`config.mk`:
```
export PLATFORM = sky130hd
export DESIGN_NAME = byte_bank_reduce_unit
export DESIGN_NICKNAME = d
export VERILOG_FILES = /design/src/rtl/bbr_pkg.sv /design/src/rtl/bbr_datapath.sv /design/src/rtl/bbr_ctrl.sv /design/src/rtl/byte_bank_reduce_unit.sv
export SDC_FILE = /design/constraint.sdc
export NUM_CORES = 1
export LEC_CHECK = 0
export ABC_CLOCK_PERIOD_IN_PS = 6400
export BUFFER_PORTS_ARGS = -buffer_cell sky130_fd_sc_hd__buf_2
export CAP_MARGIN = 20
export CORE_MARGIN = 2
export CORE_UTILIZATION = 65
export CTS_CLUSTER_SIZE = 25
export DETAILED_ROUTE_END_ITERATION = 16
export GPL_TIMING_DRIVEN = 0
export PLACE_DENSITY = 0.83
export SYNTH_ARGS = -nofsm -noshare
export SYNTH_HDL_FRONTEND = slang
export SYNTH_HIERARCHICAL = 1
export SYNTH_SLANG_ARGS = --single-unit
```
`constraint.sdc`:
```
create_clock -name clk -period 6.4 [get_ports clk]
set_input_delay 0.32 -clock clk [delete_from_list [all_inputs] [get_ports clk]]
set_output_delay 0.32 -clock clk [all_outputs]
set_load 0.03 [all_outputs]
```
`src/rtl/bbr_pkg.sv`:
```
// shared types and constants for the byte bank reduce unit
`default_nettype none

package bbr_pkg;

  localparam logic [2:0] OP_ADD = 3'd0;
  localparam logic [2:0] OP_MUL = 3'd1;
  localparam logic [2:0] OP_OR  = 3'd2;
  localparam logic [2:0] OP_XOR = 3'd3;
  localparam logic [2:0] OP_AND = 3'd4;
  localparam logic [2:0] OP_MIN = 3'd5;
  localparam logic [2:0] OP_MAX = 3'd6;
  localparam logic [2:0] OP_AVG = 3'd7;

  localparam logic [0:0] REG_OPERATION = 1'b0;
  localparam logic [0:0] REG_BANK_SIZE = 1'b1;

  localparam logic [2:0] OPERATION_RESET = OP_ADD;
  localparam logic [7:0] DEFAULT_BANK    = 8'd2;

  localparam int         DIV_STEPS = 16;
  localparam logic [3:0] DIV_LAST  = 4'(DIV_STEPS - 1);

  typedef struct packed {
    logic take;
    logic div_step;
    logic load_out;
  } bbr_cmd_t;

  typedef struct packed {
    logic bank_end;
    logic is_avg;
    logic div_last;
  } bbr_status_t;

endpackage

`default_nettype wire

```
`src/rtl/bbr_datapath.sv`:
```
// datapath: config registers, bank fold, serial divider and output byte register
`default_nettype none

module bbr_datapath #(
  parameter int MAX_BANK = 255
) (
  input  wire logic               clk,
  input  wire logic               rst_n,
  input  wire logic               cfg_wr_en,
  input  wire logic [0:0]         cfg_index,
  input  wire logic [7:0]         cfg_data,
  input  wire logic signed [7:0]  in_sample,
  input  wire bbr_pkg::bbr_cmd_t  cmd,
  output bbr_pkg::bbr_status_t    status,
  output logic [7:0]              out_result_byte
);

  localparam int         LIMIT_INT  = (MAX_BANK > 255) ? 255 : MAX_BANK;
  localparam logic [7:0] SIZE_LIMIT = 8'(LIMIT_INT);

  logic [2:0]         op_r;
  logic [7:0]         bank_size_r;
  logic signed [15:0] acc_r;
  logic [7:0]         count_r;
  logic [15:0]        quo_r;
  logic [7:0]         rem_r;
  logic [7:0]         divisor_r;
  logic               neg_r;
  logic [3:0]         div_cnt_r;
  logic [7:0]         out_byte_r;

  logic [7:0]         eff_size;
  logic signed [15:0] sample_ext;
  logic signed [31:0] product;
  logic signed [15:0] combined;
  logic signed [15:0] acc_nxt;
  logic [8:0]         taken;
  logic [15:0]        acc_mag;
  logic [8:0]         rem_shift;
  logic [8:0]         rem_sub;
  logic               rem_fits;
  logic [7:0]         emit_byte;

  always_comb begin
    if (bank_size_r == 8'd0) begin
      eff_size = bbr_pkg::DEFAULT_BANK;
    end else if (bank_size_r > SIZE_LIMIT) begin
      eff_size = SIZE_LIMIT;
    end else begin
      eff_size = bank_size_r;
    end
  end

  assign sample_ext = 16'(in_sample);
  assign product    = acc_r * sample_ext;

  always_comb begin
    unique case (op_r)
      bbr_pkg::OP_ADD: combined = acc_r + sample_ext;
      bbr_pkg::OP_MUL: combined = product[15:0];
      bbr_pkg::OP_OR:  combined = acc_r | sample_ext;
      bbr_pkg::OP_XOR: combined = acc_r ^ sample_ext;
      bbr_pkg::OP_AND: combined = acc_r & sample_ext;
      bbr_pkg::OP_MIN: combined = (acc_r < sample_ext) ? acc_r : sample_ext;
      bbr_pkg::OP_MAX: combined = (acc_r > sample_ext) ? acc_r : sample_ext;
      bbr_pkg::OP_AVG: combined = acc_r + sample_ext;
    endcase
  end

  assign acc_nxt = (count_r == 8'd0) ? sample_ext : combined;
  assign taken   = {1'b0, count_r} + 9'd1;
  assign acc_mag = acc_nxt[15] ? 16'(-acc_nxt) : 16'(acc_nxt);

  // restoring divider, one quotient bit per cycle
  assign rem_shift = {rem_r, quo_r[15]};
  assign rem_fits  = rem_shift >= {1'b0, divisor_r};
  assign rem_sub   = rem_shift - {1'b0, divisor_r};
  assign emit_byte = neg_r ? 8'(8'd0 - quo_r[7:0]) : quo_r[7:0];

  assign status.bank_end = taken >= {1'b0, eff_size};
  assign status.is_avg   = op_r == bbr_pkg::OP_AVG;
  assign status.div_last = div_cnt_r == bbr_pkg::DIV_LAST;

  always_ff @(posedge clk) begin
    if (!rst_n) begin
      op_r        <= bbr_pkg::OPERATION_RESET;
      bank_size_r <= bbr_pkg::DEFAULT_BANK;
    end else if (cfg_wr_en) begin
      unique case (cfg_index)
        bbr_pkg::REG_OPERATION: op_r        <= cfg_data[2:0];
        bbr_pkg::REG_BANK_SIZE: bank_size_r <= cfg_data;
      endcase
    end
  end

  always_ff @(posedge clk) begin
    if (!rst_n) begin
      acc_r   <= '0;
      count_r <= '0;
    end else if (cmd.take) begin
      if (status.bank_end) begin
        acc_r   <= '0;
        count_r <= '0;
      end else begin
        acc_r   <= acc_nxt;
        count_r <= taken[7:0];
      end
    end
  end

  always_ff @(posedge clk) begin
    if (cmd.take && status.bank_end) begin
      quo_r     <= status.is_avg ? acc_mag : 16'(acc_nxt);
      neg_r     <= status.is_avg && acc_nxt[15];
      rem_r     <= '0;
      div_cnt_r <= '0;
      divisor_r <= eff_size;
    end else if (cmd.div_step) begin
      quo_r     <= {quo_r[14:0], rem_fits};
      rem_r     <= rem_fits ? rem_sub[7:0] : rem_shift[7:0];
      div_cnt_r <= div_cnt_r + 4'd1;
    end
  end

  always_ff @(posedge clk) begin
    if (cmd.load_out) begin
      out_byte_r <= emit_byte;
    end
  end

  assign out_result_byte = out_byte_r;

  a_bank_end_clears_count: assert property (@(posedge clk) disable iff (!rst_n)
    cmd.take && status.bank_end |=> count_r == 8'd0)
    else $error("sample count not cleared after bank end");

  a_divisor_nonzero: assert property (@(posedge clk) disable iff (!rst_n)
    cmd.take && status.bank_end |=> divisor_r != 8'd0)
    else $error("zero divisor latched at bank end");

endmodule

`default_nettype wire

```
`src/rtl/bbr_ctrl.sv`:
```
// controller: sample intake, divide sequencing and output valid
`default_nettype none

module bbr_ctrl (
  input  wire logic                 clk,
  input  wire logic                 rst_n,
  input  wire logic                 in_valid,
  output logic                      in_stall,
  output logic                      out_valid,
  input  wire logic                 out_stall,
  input  wire bbr_pkg::bbr_status_t status,
  output bbr_pkg::bbr_cmd_t         cmd
);

  localparam logic [1:0] ST_IDLE = 2'd0;
  localparam logic [1:0] ST_DIV  = 2'd1;
  localparam logic [1:0] ST_EMIT = 2'd2;

  logic [1:0] state_r;
  logic [1:0] state_nxt;
  logic       out_valid_r;
  logic       out_valid_nxt;
  logic       out_free;

  assign out_free = !out_valid_r || !out_stall;
  assign in_stall = state_r != ST_IDLE;

  always_comb begin
    state_nxt    = state_r;
    cmd.take     = 1'b0;
    cmd.div_step = 1'b0;
    cmd.load_out = 1'b0;
    unique case (state_r)
      ST_IDLE: begin
        cmd.take = in_valid;
        if (in_valid && status.bank_end) begin
          state_nxt = status.is_avg ? ST_DIV : ST_EMIT;
        end
      end
      ST_DIV: begin
        cmd.div_step = 1'b1;
        if (status.div_last) begin
          state_nxt = ST_EMIT;
        end
      end
      ST_EMIT: begin
        if (out_free) begin
          cmd.load_out = 1'b1;
          state_nxt    = ST_IDLE;
        end
      end
      default: begin
        state_nxt = ST_IDLE;
      end
    endcase
  end

  always_comb begin
    if (cmd.load_out) begin
      out_valid_nxt = 1'b1;
    end else if (!out_stall) begin
      out_valid_nxt = 1'b0;
    end else begin
      out_valid_nxt = out_valid_r;
    end
  end

  always_ff @(posedge clk) begin
    if (!rst_n) begin
      state_r     <= ST_IDLE;
      out_valid_r <= 1'b0;
    end else begin
      state_r     <= state_nxt;
      out_valid_r <= out_valid_nxt;
    end
  end

  assign out_valid = out_valid_r;

  a_valid_from_emit: assert property (@(posedge clk) disable iff (!rst_n)
    $rose(out_valid_r) |-> $past(state_r) == ST_EMIT)
    else $error("output valid raised outside emit");

  a_div_to_emit: assert property (@(posedge clk) disable iff (!rst_n)
    state_r == ST_DIV && status.div_last |=> state_r == ST_EMIT)
    else $error("divider finished without emit");

  a_plain_bank_end: assert property (@(posedge clk) disable iff (!rst_n)
    cmd.take && status.bank_end && !status.is_avg |=> state_r == ST_EMIT)
    else $error("bank end did not go to emit");

endmodule

`default_nettype wire

```
`src/rtl/byte_bank_reduce_unit.sv`:
```
// top level of the byte bank reduce unit
// Folds signed 8-bit samples over banks of bank_size samples (0 means 2, sizes
// above MAX_BANK are clamped) with add, mul, or, xor, and, min, max or average,
// and emits the low byte of each bank's result as one output transaction.
// Within a bank one sample is taken per cycle. After the last sample of a bank
// no sample is taken while the output register is loaded, nor while the
// previous byte still waits there unaccepted; with average the bank sum first
// goes through a restoring divider at one quotient bit per cycle, during which
// no sample is taken. A finished byte waits in the output register while the
// next bank's samples are taken.
`default_nettype none

module byte_bank_reduce_unit #(
  parameter int MAX_BANK = 255
) (
  input  wire logic              clk,
  input  wire logic              rst_n,
  input  wire logic              cfg_wr_en,
  input  wire logic [0:0]        cfg_index,
  input  wire logic [7:0]        cfg_data,
  input  wire logic              in_valid,
  output logic                   in_stall,
  input  wire logic signed [7:0] in_sample,
  output logic                   out_valid,
  input  wire logic              out_stall,
  output logic [7:0]             out_result_byte
);

  bbr_pkg::bbr_cmd_t    cmd;
  bbr_pkg::bbr_status_t status;

  bbr_ctrl u_ctrl (
    .clk       (clk),
    .rst_n     (rst_n),
    .in_valid  (in_valid),
    .in_stall  (in_stall),
    .out_valid (out_valid),
    .out_stall (out_stall),
    .status    (status),
    .cmd       (cmd)
  );

  bbr_datapath #(
    .MAX_BANK (MAX_BANK)
  ) u_datapath (
    .clk             (clk),
    .rst_n           (rst_n),
    .cfg_wr_en       (cfg_wr_en),
    .cfg_index       (cfg_index),
    .cfg_data        (cfg_data),
    .in_sample       (in_sample),
    .cmd             (cmd),
    .status          (status),
    .out_result_byte (out_result_byte)
  );

endmodule

`default_nettype wire
```
==> key figures <==
Status
  • Run status: finished, final reports clean

Place
  • HPWL after DPL: 21110 um
  • IO buf count: 29
  • Placed instance area: 10220 um^2
  • RD Place Congestion: 1.102

Setup path
  • Worst-path cell chain: inv_1 -> nor2_1 -> fa_1 -> fa_1 -> fa_1 -> inv_1 -> fa_1 -> inv_1 -> ha_1 -> and3_1 -> a21oi_1 -> nand3_1 -> o21ai_0 -> xor2_1 -> a31oi_1 -> o31a_1 -> or4b_4 -> o41ai_2 -> xor2_1 -> o21ai_1
  • Worst Path Required: 6.48 ns
  • Crit path max fanout: 7
  • CP endpoint kind: register
  • Crit-path max cell delay: 0.57 ns
  • Kind of critical path: reg -> reg
  • WP data arrival: 6.35 ns
  • Worst setup SP type: register
  • Crit-path most repeated cell: fa_1
  • CP max stage cell: or4b_4

Yosys
  • Synthesized instance count: 1202
  • Area contributors post-synth: ha_1 (13%), fa_1 (13%), dfxtp_1 (10%)
  • Ys async rst share: 0%
  • Cell area after synthesis: 9842 um^2
  • Synth cell types: 89
  • Count leader, synth: inv_1
  • Synth cell count leaders: inv_1 (144), nor2_1 (122), ha_1 (105)
  • Synthesized area per cell: 8.188 um^2
  • Dominant synthesized flop cell: dfxtp_1
  • FF+latch count, synth: 83
  • Post-synth EDFFs: 33
  • Yosys warns: 6
  • Synth area leader: ha_1
  • Sequential element share of the synthesized area: 20.24%
  • Post-synth top area share: 13.35%
  • Syn nets: 1392

Timing
  • Highest Clock Rate: 159.5 MHz
  • Tmin final: 6.270 ns
  • Fin. Hold Viols: 0
  • Relative max-transition margin: 37.87%
  • Hold WS: 0.2326 ns
  • Final worst-path cycle share: 97.98%
  • Endpoints failing setup: 0
  • RSZ-0062 raised after global routing: no
  • Clk_skew: 0.005322 ns
  • Worst-margin pin slew: 0.9240 ns
  • Max Slew Vio Count: 0

Pwr
  • Pwr per Cell Area: 273.0 nW/um^2
  • Leakage: 4.622 nW
  • Reg power frac: 23.7%
  • Net Switching: 0.001339 W
  • Comb pwr share: 58.6%
  • Tot Pwr: 0.002904 W
  • Clock network fraction of total power: 17.7%
  • Sw frac: 46.12%
  • Maximum VDD drop: 0.2273 mV
  • Int Power: 0.001564 W

GRT
  • Initial antenna violation count: 0
  • Grt ovf: 0
  • Grt met1 use: 49.23%
  • Routing usage on met2: 50.89%
  • First-pass GRT wire length: 44750 um
  • Overall global routing resource usage: 35.05%
  • Met3 track demand over resource: 10.05%
  • Vias in the first global route: 8576
  • Most Crowded Layer GR: met2
  • Largest net degree at the start of global routing: 27

Die
  • Die ar.: 16140 um^2
  • # IOs: 32
  • Core Area: 14640 um^2
  • Initial Util: 67.21%
  • DIE HEIGHT: 127.1 um
  • Die X: 127.1 um
  • Cell row count: 44

Routing
  • Vias per inst: 6.350
  • WL final: 27810 um
  • DR iter-0 viols: 1061
  • Antenna-violating nets left: 0
  • DRC Markers: 0
  • Pre-antenna DRT Iters: 6
  • Wirelength per Cell: 19.34 um
  • Via count: 9131

Finish
  • Final instance area: 10640 um^2
  • Layout cell share with drive strength beyond 1: 9.490%
  • NumNets Final: 1439
  • Final Util: 72.62%
  • Total inserted antenna cells: 0
  • P&R area growth vs syn: 8.060%

Clock network
  • Clock sink count: 83
  • CTS Root Cell: clkbuf_16
  • Worst-Skew Late Latency: 0.34 ns
  • CTS H-Tree Depth: 3
  • Max Buffers Root-to-Sink: 2
  • CTS Buf Count: 9
  • CTS tree: built
  • Clock Pin Slew Worst Setup and Hold Paths: 0.06 ns
  • Post-CTS Hold Buffers: 0

Min path
  • Min-Delay Path Class: in -> reg

Job
  • # Max-Cap Violations: 0
sequential cells by signal (all words and copies together) (netlist names):
register	count
u_datapath/op_r	3
u_datapath/neg_r	1
u_datapath/quo_r	16
u_ctrl/out_valid	1
u_datapath/count_r	8
u_datapath/divisor_r	8
u_datapath/out_result_byte	8
u_datapath/bank_size_r	8
u_datapath/div_cnt_r	4
u_datapath/acc_r	16
u_ctrl/state_r	2
u_datapath/rem_r	8
worst paths after layout:
check                            start                   endpoint  slack (ns)  depth (start not counted)
min                        cfg_data[1]  u_datapath/bank_size_r[1]        0.23                          3
max                u_datapath/acc_r[4]       u_datapath/quo_r[14]        0.13                         20
min reg2reg  u_datapath/bank_size_r[1]  u_datapath/bank_size_r[1]        0.47                          2
max reg2reg        u_datapath/acc_r[4]       u_datapath/quo_r[14]        0.13                         20
stage by stage:
step / cells / setup TNS (ns) / setup WS [ns]
CTS: 1431 / 0 / 0.008825
finish: 1438 / 0 / 0.1295
global route: 1438 / 0 / 0.0001670
global placement: 1415 / -2.873 / -0.8419
floorplan: 1202 / 0 / 0.5543
detailed placement: 1415 / -3.890 / -0.9336
layer usage:
metal | vias up | part of all wire [%]
met1 | 4286 | 41
met2 | 527 | 42
met5 | - | 0
met4 | 0 | 5.1
li1 | 4201 | -
met3 | 117 | 12
cells by family (layout without fill, tap and decap cells):
group                    after synthesis  count (layout)  share of synthesized area [%]
AO/OA/AOI/OAI                        292             292                          19.65
XOR/XNOR                              67              67                          5.962
adder cells (fa/ha/maj)              168             168                          26.16
buffers and inverters                215             267                          8.657
flip-flops                            83              83                          20.24
multiplexers                          11              11                          1.131
AND/OR/NAND/NOR                      366             366                          18.19
cell usage in the layout (no fill, tap or decap), types with 11 or more instances in the layout:
master	netlist	layout
a21oi_1	65	65
xnor2_1	47	47
nor2b_1	14	14
ha_1	105	104
nor3_1	17	17
a21boi_0	13	13
nor2_1	122	122
nand3_1	33	33
o21ai_1	12	13
o22ai_1	17	17
clkbuf_1	40	39
edfxtp_1	33	33
o21ai_0	73	72
xor2_1	20	20
and2_1	16	16
nand2_1	97	97
buf_2	7	36
inv_1	144	142
a21o_1	11	11
dfxtp_1	50	43
fa_1	63	63
power by group through the flow:
| stage | logic (W) | clock network, W | registers [W] |
|---|---|---|---|
| finish | 0.00170 | 0.000514 | 0.000688 |
| global route | 0.00188 | 0.000539 | 0.000693 |
| CTS | 0.00165 | 0.000518 | 0.000680 |
| detailed placement | 0.00164 | 0 | 0.000690 |
| global placement | 0.00160 | 0 | 0.000688 |
| floorplan | 0.00120 | 0 | 0.000674 |
layout make-up:
class | count | area (um^2)
multi-input combinational | 904 | 7008
fill | 1151 | 4009
tap | 184 | 230.2
clock buffer | 11 | 242.7
sequential | 83 | 2003
inverter | 157 | 631.9
timing repair buffer | 37 | 205.2
clock inverter | 5 | 52.55
buffer | 57 | 261.5
critical path: cells and delay by family (launching register included):
kind	cells	cell delay, ns
adders and majority gates	5	2.44
AOI/OAI and AO/OA	6	1.15
and+or+nand+nor	4	1.10
xor gates and xnor gates	2	0.54
DFF	1	0.45
buffers and inverters	3	0.32
repair_timing:
action / in CTS / in global routing
pin swaps: 0 / 1
setup buffers: 0 / 8
setup endpoints to repair: 4 / 2
gates resized for setup: 9 / 20
Power figures use the tool's default switching activity.
